File: config.mk
export PLATFORM = sky130hd
export DESIGN_NAME = simple_machine_load_and_step_flat
export DESIGN_NICKNAME = d
export VERILOG_FILES = /design/src/hw/rtl/sml_pkg.sv /design/src/hw/rtl/sml_if.sv /design/src/hw/rtl/sml_main_mem.sv /design/src/hw/rtl/sml_reg_file.sv /design/src/hw/rtl/simple_machine_load_and_step.sv /design/src/flat_wrapper.sv
export SDC_FILE = /design/constraint.sdc
export NUM_CORES = 2
export LEC_CHECK = 0
export ABC_AREA = 1
export BUFFER_PORTS_ARGS = -buffer_cell sky130_fd_sc_hd__clkbuf_2
export CAP_MARGIN = 20
export CORE_MARGIN = 5
export CORE_UTILIZATION = 40
export CTS_BUF_LIST = sky130_fd_sc_hd__clkbuf_2
export DETAILED_ROUTE_END_ITERATION = 7
export SLEW_MARGIN = 20
export SYNTH_ARGS = -nofsm -noshare
export SYNTH_HDL_FRONTEND = slang
export SYNTH_SLANG_ARGS = --single-unit
export TNS_END_PERCENT = 20
File: constraint.sdc
create_clock -name clock -period 21.8 [get_ports clock]
set_input_delay 6.54 -clock clock [delete_from_list [all_inputs] [get_ports clock]]
set_output_delay 6.54 -clock clock [all_outputs]
set_load 0.02 [all_outputs]
File: src/hw/rtl/sml_pkg.sv
`timescale 1ns / 1ps
// ----------------------------------------------------------------------------
// sml_pkg
// Shared types and constants of the load-and-step machine.
// ----------------------------------------------------------------------------
package sml_pkg;

   localparam int MEM_BYTES_DEF = 256;
   localparam int REG_COUNT     = 16;
   localparam int REG_AW        = 4;
   localparam int CSR_AW        = 3;

   localparam logic [3:0] OP_LOAD_MEM = 4'h1;
   localparam logic [3:0] OP_LOAD_IMM = 4'h2;
   localparam logic [3:0] OP_STORE    = 4'h3;
   localparam logic [3:0] OP_MOVE     = 4'h4;
   localparam logic [3:0] OP_ADD_INT  = 4'h5;
   localparam logic [3:0] OP_ADD_FIX  = 4'h6;
   localparam logic [3:0] OP_JUMP     = 4'hB;
   localparam logic [3:0] OP_HALT     = 4'hC;

   localparam logic [1:0] ST_ACCEPTED = 2'd0;
   localparam logic [1:0] ST_HALTED   = 2'd1;
   localparam logic [1:0] ST_MEM_FULL = 2'd2;
   localparam logic [1:0] ST_IGNORED  = 2'd3;

   localparam logic CSR_IDX_START = 1'b0;
   localparam logic CSR_IDX_EXEC  = 1'b1;

   localparam logic [7:0] START_RESET   = 8'd0;
   localparam logic       EXEC_EN_RESET = 1'b1;

   typedef struct packed {
      logic       en;
      logic [7:0] addr;
      logic [7:0] data;
   } mem_wr_type;

   typedef struct packed {
      logic              en;
      logic [REG_AW-1:0] addr;
      logic [7:0]        data;
   } reg_wr_type;

endpackage

File: src/hw/rtl/sml_if.sv
`timescale 1ns / 1ps
// ----------------------------------------------------------------------------
// sml_req_if / sml_rsp_if
// Request and response channels of the load-and-step machine.
// ----------------------------------------------------------------------------
interface sml_req_if;
   logic        valid;
   logic        ready;
   logic [15:0] instruction_word;

   modport source (output valid, output instruction_word, input ready);
   modport sink (input valid, input instruction_word, output ready);
endinterface

interface sml_rsp_if;
   logic       valid;
   logic       ready;
   logic [1:0] status;
   logic [7:0] pointer_after;
   logic       output_valid;
   logic [7:0] output_value;

   modport source (output valid, output status, output pointer_after,
                   output output_valid, output output_value, input ready);
   modport sink (input valid, input status, input pointer_after,
                 input output_valid, input output_value, output ready);
endinterface

File: src/hw/rtl/sml_main_mem.sv
`timescale 1ns / 1ps
// ----------------------------------------------------------------------------
// sml_main_mem
// Byte memory split into even and odd banks, one read with a registered result.
// ----------------------------------------------------------------------------
module sml_main_mem #(
   parameter int MEM_BYTES = sml_pkg::MEM_BYTES_DEF
) (
   input  logic               clock,
   input  logic               reset,
   input  sml_pkg::mem_wr_type wr0,
   input  sml_pkg::mem_wr_type wr1,
   input  logic               rd_en,
   input  logic [7:0]         rd_addr,
   output logic [7:0]         rd_data
);
   import sml_pkg::*;

   localparam int BANK_DEPTH = (MEM_BYTES + 1) / 2;
   localparam int BANK_AW    = (BANK_DEPTH > 1) ? $clog2(BANK_DEPTH) : 1;

   logic [7:0]            bank_mem [2][BANK_DEPTH];
   logic [BANK_DEPTH-1:0] vld_ff [2];
   logic [7:0]            rd_ff [2];
   logic                  rd_vld_ff [2];
   logic                  rd_sel_ff;
   logic                  wen [2];
   logic [BANK_AW-1:0]    widx [2];
   logic [7:0]            wdata [2];
   logic [BANK_AW-1:0]    ridx;

   assign ridx = rd_addr[BANK_AW:1];

   for (genvar b = 0; b < 2; b++) begin : g_bank
      always_comb begin
         wen[b]   = 1'b0;
         widx[b]  = wr0.addr[BANK_AW:1];
         wdata[b] = wr0.data;
         if (wr0.en && (wr0.addr[0] == 1'(b))) begin
            wen[b] = 1'b1;
         end else if (wr1.en && (wr1.addr[0] == 1'(b))) begin
            wen[b]   = 1'b1;
            widx[b]  = wr1.addr[BANK_AW:1];
            wdata[b] = wr1.data;
         end
      end

      always_ff @(posedge clock) begin
         if (reset) begin
            vld_ff[b] <= '0;
         end else if (wen[b]) begin
            vld_ff[b][widx[b]] <= 1'b1;
         end
      end

      always_ff @(posedge clock) begin
         if (wen[b]) begin
            bank_mem[b][widx[b]] <= wdata[b];
         end
         if (rd_en && (rd_addr[0] == 1'(b))) begin
            rd_ff[b]     <= bank_mem[b][ridx];
            rd_vld_ff[b] <= vld_ff[b][ridx];
         end
      end
   end

   always_ff @(posedge clock) begin
      if (rd_en) begin
         rd_sel_ff <= rd_addr[0];
      end
   end

   assign rd_data = rd_vld_ff[rd_sel_ff] ? rd_ff[rd_sel_ff] : 8'd0;

endmodule

File: src/hw/rtl/sml_reg_file.sv
`timescale 1ns / 1ps
// ----------------------------------------------------------------------------
// sml_reg_file
// Sixteen 8-bit registers with two registered reads and one write.
// ----------------------------------------------------------------------------
module sml_reg_file (
   input  logic                       clock,
   input  logic                       reset,
   input  sml_pkg::reg_wr_type        wr,
   input  logic                       rd_en,
   input  logic [sml_pkg::REG_AW-1:0] rd_addr_a,
   input  logic [sml_pkg::REG_AW-1:0] rd_addr_b,
   output logic [7:0]                 rd_data_a,
   output logic [7:0]                 rd_data_b
);
   import sml_pkg::*;

   logic [7:0]           reg_mem [REG_COUNT];
   logic [REG_COUNT-1:0] vld_ff;
   logic [7:0]           rd_a_ff;
   logic [7:0]           rd_b_ff;

   always_ff @(posedge clock) begin
      if (reset) begin
         vld_ff <= '0;
      end else if (wr.en) begin
         vld_ff[wr.addr] <= 1'b1;
      end
   end

   always_ff @(posedge clock) begin
      if (wr.en) begin
         reg_mem[wr.addr] <= wr.data;
      end
      if (rd_en) begin
         rd_a_ff <= vld_ff[rd_addr_a] ? reg_mem[rd_addr_a] : 8'd0;
         rd_b_ff <= vld_ff[rd_addr_b] ? reg_mem[rd_addr_b] : 8'd0;
      end
   end

   assign rd_data_a = rd_a_ff;
   assign rd_data_b = rd_b_ff;

endmodule

File: src/hw/rtl/simple_machine_load_and_step.sv
`timescale 1ns / 1ps
// ----------------------------------------------------------------------------
// simple_machine_load_and_step
// Loads 16-bit instruction words into byte memory and executes each one.
// ----------------------------------------------------------------------------
// Each request has an accept cycle and an execute stage: in the accept cycle the
// two instruction bytes are written to the even and odd memory banks while the
// register file and, for a memory load, the addressed byte are read; in the
// execute stage the result is written back to the register file or memory, the
// load pointer is updated and the response is registered. The request side is
// ready again once execute completes, so a new request is taken only after the
// last has executed; execute waits while an older response is held in the output
// register, though such a response alone does not hold up an accept. Memory and
// registers read as zero after reset via per-entry valid bits; no clearing pass.
module simple_machine_load_and_step #(
   parameter int MEM_BYTES = sml_pkg::MEM_BYTES_DEF
) (
   input  logic                       clock,
   input  logic                       reset,
   sml_req_if.sink                    req_bus,
   sml_rsp_if.source                  rsp_bus,
   input  logic                       csr_psel,
   input  logic                       csr_penable,
   input  logic                       csr_pwrite,
   input  logic [sml_pkg::CSR_AW-1:0] csr_paddr,
   input  logic [31:0]                csr_pwdata,
   output logic [31:0]                csr_prdata,
   output logic                       csr_pready
);
   import sml_pkg::*;

   localparam logic [9:0] MEM_LIMIT = 10'(MEM_BYTES);

   logic [8:0]  ptr_ff, ptr_in;
   logic        stopped_ff, stopped_in;
   logic [7:0]  start_addr_ff;
   logic        exec_en_ff;
   logic        exec_valid_ff;

   logic [1:0]  ex_status_ff;
   logic        ex_run_ff;
   logic [3:0]  ex_op_ff;
   logic [3:0]  ex_na_ff;
   logic [3:0]  ex_nc_ff;
   logic [7:0]  ex_xy_ff;
   logic [7:0]  ex_hi_ff;
   logic        ex_fwd_hi_ff;
   logic        ex_fwd_lo_ff;
   logic        ex_xy_fits_ff;

   logic        rsp_valid_ff;
   logic [1:0]  rsp_status_ff;
   logic [7:0]  rsp_ptr_ff;
   logic        rsp_ovalid_ff;
   logic [7:0]  rsp_ovalue_ff;

   logic        req_fire;
   logic        ex_done;
   logic        csr_wr;
   logic [15:0] word;
   logic [3:0]  op, na, nb, nc;
   logic [7:0]  xy;
   logic [9:0]  ptr_plus1;
   logic        mem_full;
   logic        xy_fits;
   logic [1:0]  pre_status;
   logic        write_ok;
   logic [7:0]  ptr_lo_next;

   mem_wr_type  inst_hi_wr, inst_lo_wr, store_wr, mem_wr0;
   reg_wr_type  reg_wr, reg_wr_gated;
   logic        mem_rd_en;
   logic [7:0]  mem_rd_data;
   logic [3:0]  rf_addr_a, rf_addr_b;
   logic [7:0]  rf_data_a, rf_data_b;

   logic [7:0]  mem_byte;
   logic [8:0]  ptr_plus2;
   logic [8:0]  jump_target;
   logic        jump_fits;
   logic [1:0]  ex_status;
   logic        out_vld;
   logic [7:0]  out_val;

   // Accept stage.
   assign req_bus.ready = !exec_valid_ff;
   assign req_fire      = req_bus.valid && !exec_valid_ff;
   assign word          = req_bus.instruction_word;
   assign op            = word[15:12];
   assign na            = word[11:8];
   assign nb            = word[7:4];
   assign nc            = word[3:0];
   assign xy            = word[7:0];
   assign ptr_plus1     = {1'b0, ptr_ff} + 10'd1;
   assign mem_full      = ptr_plus1 >= MEM_LIMIT;
   assign xy_fits       = {2'b00, xy} < MEM_LIMIT;
   assign ptr_lo_next   = ptr_ff[7:0] + 8'd1;

   always_comb begin
      if (stopped_ff) begin
         pre_status = ST_IGNORED;
      end else if (mem_full) begin
         pre_status = ST_MEM_FULL;
      end else begin
         pre_status = ST_ACCEPTED;
      end
   end

   assign write_ok   = req_fire && (pre_status == ST_ACCEPTED);
   assign inst_hi_wr = '{en: write_ok, addr: ptr_ff[7:0], data: word[15:8]};
   assign inst_lo_wr = '{en: write_ok, addr: ptr_lo_next, data: xy};
   assign mem_rd_en  = req_fire && (op == OP_LOAD_MEM) && xy_fits;
   assign rf_addr_a  = ((op == OP_MOVE) || (op == OP_ADD_INT) || (op == OP_ADD_FIX)) ? nb : na;
   assign rf_addr_b  = (op == OP_JUMP) ? 4'd0 : nc;
   assign mem_wr0    = (store_wr.en && ex_done) ? store_wr : inst_hi_wr;

   sml_main_mem #(
      .MEM_BYTES (MEM_BYTES)
   ) u_main_mem (
      .clock   (clock),
      .reset   (reset),
      .wr0     (mem_wr0),
      .wr1     (inst_lo_wr),
      .rd_en   (mem_rd_en),
      .rd_addr (xy),
      .rd_data (mem_rd_data)
   );

   sml_reg_file u_reg_file (
      .clock     (clock),
      .reset     (reset),
      .wr        (reg_wr_gated),
      .rd_en     (req_fire),
      .rd_addr_a (rf_addr_a),
      .rd_addr_b (rf_addr_b),
      .rd_data_a (rf_data_a),
      .rd_data_b (rf_data_b)
   );

   // Execute stage.
   assign ex_done     = exec_valid_ff && (!rsp_valid_ff || rsp_bus.ready);
   assign mem_byte    = ex_fwd_lo_ff ? ex_xy_ff : (ex_fwd_hi_ff ? ex_hi_ff : mem_rd_data);
   assign ptr_plus2   = ptr_ff + 9'd2;
   assign jump_target = {ex_xy_ff, 1'b0};
   assign jump_fits   = {1'b0, jump_target} < MEM_LIMIT;

   always_comb begin
      ptr_in     = ptr_ff;
      stopped_in = stopped_ff;
      ex_status  = ex_status_ff;
      store_wr   = '0;
      reg_wr     = '0;
      out_vld    = 1'b0;
      out_val    = 8'd0;
      if (ex_status_ff != ST_ACCEPTED) begin
         stopped_in = 1'b1;
      end else if (!ex_run_ff) begin
         ptr_in = ptr_plus2;
      end else begin
         case (ex_op_ff)
            OP_LOAD_MEM: begin
               ptr_in = ptr_plus2;
               if (ex_xy_fits_ff) begin
                  reg_wr = '{en: 1'b1, addr: ex_na_ff, data: mem_byte};
               end
            end
            OP_LOAD_IMM: begin
               ptr_in = ptr_plus2;
               reg_wr = '{en: 1'b1, addr: ex_na_ff, data: ex_xy_ff};
            end
            OP_STORE: begin
               ptr_in = ptr_plus2;
               if (ex_xy_fits_ff) begin
                  store_wr = '{en: 1'b1, addr: ex_xy_ff, data: rf_data_a};
                  if (ex_xy_ff == 8'd0) begin
                     out_vld = 1'b1;
                     out_val = rf_data_a;
                  end
               end
            end
            OP_MOVE: begin
               ptr_in = ptr_plus2;
               reg_wr = '{en: 1'b1, addr: ex_nc_ff, data: rf_data_a};
            end
            OP_ADD_INT, OP_ADD_FIX: begin
               ptr_in = ptr_plus2;
               reg_wr = '{en: 1'b1, addr: ex_na_ff, data: rf_data_a + rf_data_b};
            end
            OP_JUMP: begin
               if ((rf_data_a == rf_data_b) && jump_fits) begin
                  ptr_in = jump_target;
               end else begin
                  ptr_in = ptr_plus2;
               end
            end
            OP_HALT: begin
               ex_status  = ST_HALTED;
               stopped_in = 1'b1;
            end
            default: begin
               ptr_in = ptr_ff;
            end
         endcase
      end
   end

   always_comb begin
      reg_wr_gated    = reg_wr;
      reg_wr_gated.en = reg_wr.en && ex_done;
   end

   // Control state and configuration registers.
   assign csr_wr     = csr_psel && csr_penable && csr_pwrite;
   assign csr_pready = 1'b1;
   assign csr_prdata = (csr_paddr[2] == CSR_IDX_EXEC) ? {31'd0, exec_en_ff}
                                                      : {24'd0, start_addr_ff};

   always_ff @(posedge clock) begin
      if (reset) begin
         ptr_ff        <= {1'b0, START_RESET};
         stopped_ff    <= 1'b0;
         start_addr_ff <= START_RESET;
         exec_en_ff    <= EXEC_EN_RESET;
         exec_valid_ff <= 1'b0;
         rsp_valid_ff  <= 1'b0;
      end else begin
         if (csr_wr && (csr_paddr[2] == CSR_IDX_START)) begin
            start_addr_ff <= csr_pwdata[7:0];
            ptr_ff        <= {1'b0, csr_pwdata[7:0]};
         end else if (ex_done) begin
            ptr_ff <= ptr_in;
         end
         if (csr_wr && (csr_paddr[2] == CSR_IDX_EXEC)) begin
            exec_en_ff <= csr_pwdata[0];
         end
         if (ex_done) begin
            stopped_ff <= stopped_in;
         end
         if (req_fire) begin
            exec_valid_ff <= 1'b1;
         end else if (ex_done) begin
            exec_valid_ff <= 1'b0;
         end
         if (ex_done) begin
            rsp_valid_ff <= 1'b1;
         end else if (rsp_bus.ready) begin
            rsp_valid_ff <= 1'b0;
         end
      end
   end

   always_ff @(posedge clock) begin
      if (req_fire) begin
         ex_status_ff  <= pre_status;
         ex_run_ff     <= exec_en_ff;
         ex_op_ff      <= op;
         ex_na_ff      <= na;
         ex_nc_ff      <= nc;
         ex_xy_ff      <= xy;
         ex_hi_ff      <= word[15:8];
         ex_fwd_hi_ff  <= xy == ptr_ff[7:0];
         ex_fwd_lo_ff  <= xy == ptr_lo_next;
         ex_xy_fits_ff <= xy_fits;
      end
      if (ex_done) begin
         rsp_status_ff <= ex_status;
         rsp_ptr_ff    <= ptr_in[7:0];
         rsp_ovalid_ff <= out_vld;
         rsp_ovalue_ff <= out_val;
      end
   end

   assign rsp_bus.valid         = rsp_valid_ff;
   assign rsp_bus.status        = rsp_status_ff;
   assign rsp_bus.pointer_after = rsp_ptr_ff;
   assign rsp_bus.output_valid  = rsp_ovalid_ff;
   assign rsp_bus.output_value  = rsp_ovalue_ff;

endmodule

File: src/flat_wrapper.sv
// flat-port wrapper written by rule: the top's interface ports become plain ports
module simple_machine_load_and_step_flat import sml_pkg::*;
#(
   parameter int MEM_BYTES = sml_pkg::MEM_BYTES_DEF
)
  (clock, reset, csr_psel, csr_penable, csr_pwrite, csr_paddr, csr_pwdata, csr_prdata, csr_pready, req_bus_valid, req_bus_instruction_word, req_bus_ready, rsp_bus_valid, rsp_bus_status, rsp_bus_pointer_after, rsp_bus_output_valid, rsp_bus_output_value, rsp_bus_ready);
  sml_req_if req_bus_i ();
  sml_rsp_if rsp_bus_i ();
  input  logic clock;
  input  logic reset;
  input  logic csr_psel;
  input  logic csr_penable;
  input  logic csr_pwrite;
  input  logic [sml_pkg::CSR_AW-1:0] csr_paddr;
  input  logic [31:0] csr_pwdata;
  output logic [31:0] csr_prdata;
  output logic csr_pready;
  input wire logic [$bits(req_bus_i.valid)-1:0] req_bus_valid;
  input wire logic [$bits(req_bus_i.instruction_word)-1:0] req_bus_instruction_word;
  output wire logic [$bits(req_bus_i.ready)-1:0] req_bus_ready;
  output wire logic [$bits(rsp_bus_i.valid)-1:0] rsp_bus_valid;
  output wire logic [$bits(rsp_bus_i.status)-1:0] rsp_bus_status;
  output wire logic [$bits(rsp_bus_i.pointer_after)-1:0] rsp_bus_pointer_after;
  output wire logic [$bits(rsp_bus_i.output_valid)-1:0] rsp_bus_output_valid;
  output wire logic [$bits(rsp_bus_i.output_value)-1:0] rsp_bus_output_value;
  input wire logic [$bits(rsp_bus_i.ready)-1:0] rsp_bus_ready;
  assign req_bus_i.valid = req_bus_valid;
  assign req_bus_i.instruction_word = req_bus_instruction_word;
  assign req_bus_ready = req_bus_i.ready;
  assign rsp_bus_valid = rsp_bus_i.valid;
  assign rsp_bus_status = rsp_bus_i.status;
  assign rsp_bus_pointer_after = rsp_bus_i.pointer_after;
  assign rsp_bus_output_valid = rsp_bus_i.output_valid;
  assign rsp_bus_output_value = rsp_bus_i.output_value;
  assign rsp_bus_i.ready = rsp_bus_ready;
  simple_machine_load_and_step #(.MEM_BYTES(MEM_BYTES)) u_core (.clock(clock), .reset(reset), .req_bus(req_bus_i), .rsp_bus(rsp_bus_i), .csr_psel(csr_psel), .csr_penable(csr_penable), .csr_pwrite(csr_pwrite), .csr_paddr(csr_paddr), .csr_pwdata(csr_pwdata), .csr_prdata(csr_prdata), .csr_pready(csr_pready));
endmodule
==> flow_summary_export.csv <==
group,metric,value,unit
setup_path,criticalPathCategory,"input port to output port",
sta,rsz0062_at_grt,"false",
synth,synthTopCellsByArea,"edfxtp_1 67%, o21ai_0 5.7%, nand2_1 5.2%",
placed_design,io_buffers,60,
floorplanning,pin_count,112,
sta,slew_headroom,20.82,%
synth,synth_cells,9625,
synth,async_reset_ff_share,0,%
floorplanning,die_area,0.2781,mm²
clock_tree,cts_setup_buffers,0,
setup_path,worstPathArrival,7260,ps
synth,yosysWarnings,0,
synth,ys_seq_elements,2545,
sta,hold_violations,0,
grt,grt_pass1_wl,445.8,mm
sta,setup_violations,0,
setup_path,cp_slowest_cell,"mux2_2",
clock_tree,htree_levels,6,
floorplanning,core,0.2672,mm²
synth,synthFlopType,"edfxtp_1",
grt,grt.busiest_layer,"met2",
synth,synth_cell_types,49,
cells_and_area,final_core_util,43.35,%
setup_path,cp_max_fo,11,
routing,final_antenna_net_count,0,
grt,grtUsageMet1,27.96,%
clock_tree,clk_latency,1770,ps
sta,worst_pin_slew,1186,ps
sta,finClkSkew,114.5,ps
power_and_ir_drop,p_per_area,81.07,mW/mm²
synth,synth_seq_area_share,69.83,%
routing,drt_pass1_iterations,7,
clock_tree,clkSinkCount,2545,
sta,slew_viol_final,0,
cells_and_area,area_growth,8.198,%
setup_path,cpPeakStageDelay,360,ps
clock_tree,path_clk_slew,90,ps
clock_tree,cts_tree,"done",
setup_path,worstSetupStartpointType,"input port",
status,status,"finished clean",
cells_and_area,layout.nets,9815,
clock_tree,cts-resized-gates,0,
flow_run,drv_cap,0,
routing,wire_per_inst,21.74,µm
synth,syn_area,0.1071,mm²
floorplanning,start_util,40.07,%
routing,vias_per_cell,5.546,
clock_tree,cts_made_buffers,609,
cells_and_area,drive_above_1_share,12.12,%
setup_path,end_kind,"output port",
routing,wl,298.8,mm
routing,drtIter0Drc,7819,
sta,setup_tns,0,ps
synth,synth_top_area_cell,"edfxtp_1",
synth,syn_area_per_cell,11.12,µm²
floorplanning,die_height,527.4,µm
synth,synth-edff-count,2379,
floorplanning,num_rows,190,
grt,antenna_found_initial,8,
grt,grtUsageMet3,4.114,%
clock_tree,cts_root_buf,"clkbuf_2",
sta,fin_crit,13800,ps
grt,grt_use_total,20.71,%
setup_path,path_common_cell,"clkbuf_2",
routing,vias,76200,
power_and_ir_drop,ir_drop,0.00004161,V
setup_path,path_cells,"clkbuf_2 -> mux2_2 -> clkbuf_2",
grt,grt_pass1_vias,73840,
grt,grt_max_degree,210,
power_and_ir_drop,p_leak,0.04163,µW
min_path,holdCritPathClass,"register to register",
sta,fmax,0.07248,GHz
floorplanning,fp.dieW,527.4,µm
clock_tree,ctsHoldBuffers,0,
placed_design,gp_congestion,0.8867,
routing,remaining_drc_errors,0,
grt,grtUsageMet2,33.10,%
grt,grt_overflow,0,
synth,yosysTopAreaCellShare,66.72,%
power_and_ir_drop,p_total,9391,µW
sta,fin_crit_sh,63.29,%
placed_design,dpl.hpwl,160.1,mm
setup_path,required,15260,ps
clock_tree,clk_path_buf_depth,4,
where the power goes:
| group | switching [µW] | internal, µW | leakage, µW |
|---|---|---|---|
| Clock | 1860 | 1230 | 0.00414 |
| Sequential | 18.0 | 5420 | 0.0231 |
| Combinational | 669 | 187 | 0.0144 |
| Total | 2550 | 6840 | 0.0416 |
cells in the final DEF, fill, tap and decap left out, drive strengths merged, types with 2 or more instances in the layout:
cell type / synthesis / layout
a21oi: 113 / 113
a31oi: 4 / 4
buf: 206 / 117
bufinv: 0 / 14
clkbuf: 477 / 928
clkinv: 6 / 141
clkinvlp: 0 / 6
conb: 2 / 25
dfxtp: 166 / 166
diode: 0 / 8
edfxtp: 2379 / 2379
ha: 9 / 9
inv: 411 / 427
mux2i: 4 / 4
nand2: 1503 / 1503
nand3: 897 / 897
nand4: 22 / 22
nor2: 1485 / 1485
nor3: 7 / 7
nor4: 4 / 4
o211ai: 108 / 108
o21a: 10 / 10
o21ai: 1229 / 1229
o21bai: 3 / 3
o221ai: 6 / 6
o22ai: 546 / 546
or2: 2 / 2
xnor2: 5 / 5
xor2: 12 / 12
cell families after synthesis:
family	Yosys count	share of synthesized area (%)
AOI/OAI and AO/OA	2024	10.44
DFF	2545	69.83
and+or+nand+nor	3922	15.27
buffers and inverters	1100	4.137
other	2	0.007014
xor gates and xnor gates	17	0.1391
adders and majority gates	10	0.1239
muxes	5	0.04791
metrics by stage:
stage	setup WS [ps]	hold slack, ps	cells	area (µm²)
after detailed placement	8006	434.7	12690	110300
after CTS	8003	454.0	13730	115800
after floorplan	8040	420.9	9648	107200
after global routing	7947	456.6	13740	115800
final	8004	455.0	13740	115800
after global placement	8013	431.4	12690	110300
layer usage:
metal / wire, µm / up-vias
li1: - / 34860
met4: 10170 / 6
met3: 26780 / 629
met2: 139100 / 3589
met1: 122600 / 37120
met5: 124 / -
layout make-up:
class	instances	area (µm²)
clock inverters	171	1057
inverters	417	1603
fillers	25100	151400
repair buffers	171	1380
well taps	3552	4444
clock buffers	874	4374
diodes	8	20.02
flip-flops and latches	2545	74760
multi-input cells	6003	28200
sequential cells by signal, indices dropped and copies added (netlist names), 2 cells and up, named ones only:
register and cells:
u_core.ptr_ff 9, u_core.ex_status_ff 2, u_core.u_main_mem.vld_ff 256, u_core.u_reg_file.rd_data_a 8, u_core.u_reg_file.vld_ff 16, u_core.rsp_bus.output_value 8
u_core.u_main_mem.rd_ff 16, u_core.rsp_bus.status 2, u_core.ex_xy_ff 8, u_core.u_reg_file.reg_mem 128, u_core.u_main_mem.bank_mem 2048, u_core.start_addr_ff 8
u_core.u_reg_file.rd_data_b 8, u_core.u_main_mem.rd_vld_ff 2, u_core.rsp_bus.pointer_after 8, u_core.ex_hi_ff 7
path summary, 6_finish.rpt:
path | startpoint | end | slack, ps | cells after the start
setup / recovery | csr_paddr[2] | csr_prdata[0] | 8000 | 3
hold / removal | u_core.u_main_mem.vld_ff[1][70]$_DFF_P_ | u_core.u_main_mem.vld_ff[1][70]$_DFF_P_ | 450 | 2
setup reg to reg | u_core.ptr_ff[0]$_SDFFE_PP0P_ | u_core.u_main_mem.bank_mem[0][405]$_DFFE_PP_ | 16660 | 11
hold reg to reg | u_core.u_main_mem.vld_ff[1][70]$_DFF_P_ | u_core.u_main_mem.vld_ff[1][70]$_DFF_P_ | 450 | 2
cells in the mapped netlist, types with 2 or more instances:
library cell and count:
nand2_1 1484, nor2_1 1438, mux2i_1 4, inv_1 388, o21ai_2 6, o21ai_1 6, nand3_2 7, buf_6 5
nor3_1 6, nand2_4 3, clkinv_1 6, edfxtp_1 2379, o21bai_1 3, nand3_4 2, nand4_1 21, o21a_1 10
buf_4 34, a21oi_1 113, ha_1 9, nor2_2 14, dfxtp_1 166, buf_1 59, buf_2 108, clkbuf_1 477
o21ai_0 1217, xnor2_1 5, nor2_4 33, o22ai_1 546, conb_1 2, or2_2 2, a31oi_1 4, o221ai_1 6
nand3_1 888, nand2_2 16, o211ai_1 108, xor2_1 12, inv_2 23, nor4_1 4
worst max-delay path, delay by kind of cell:
family / cells / cell delay, ps
buffers and inverters: 2 / 360
multiplexers: 1 / 360
(Power assumes the default switching activity.)
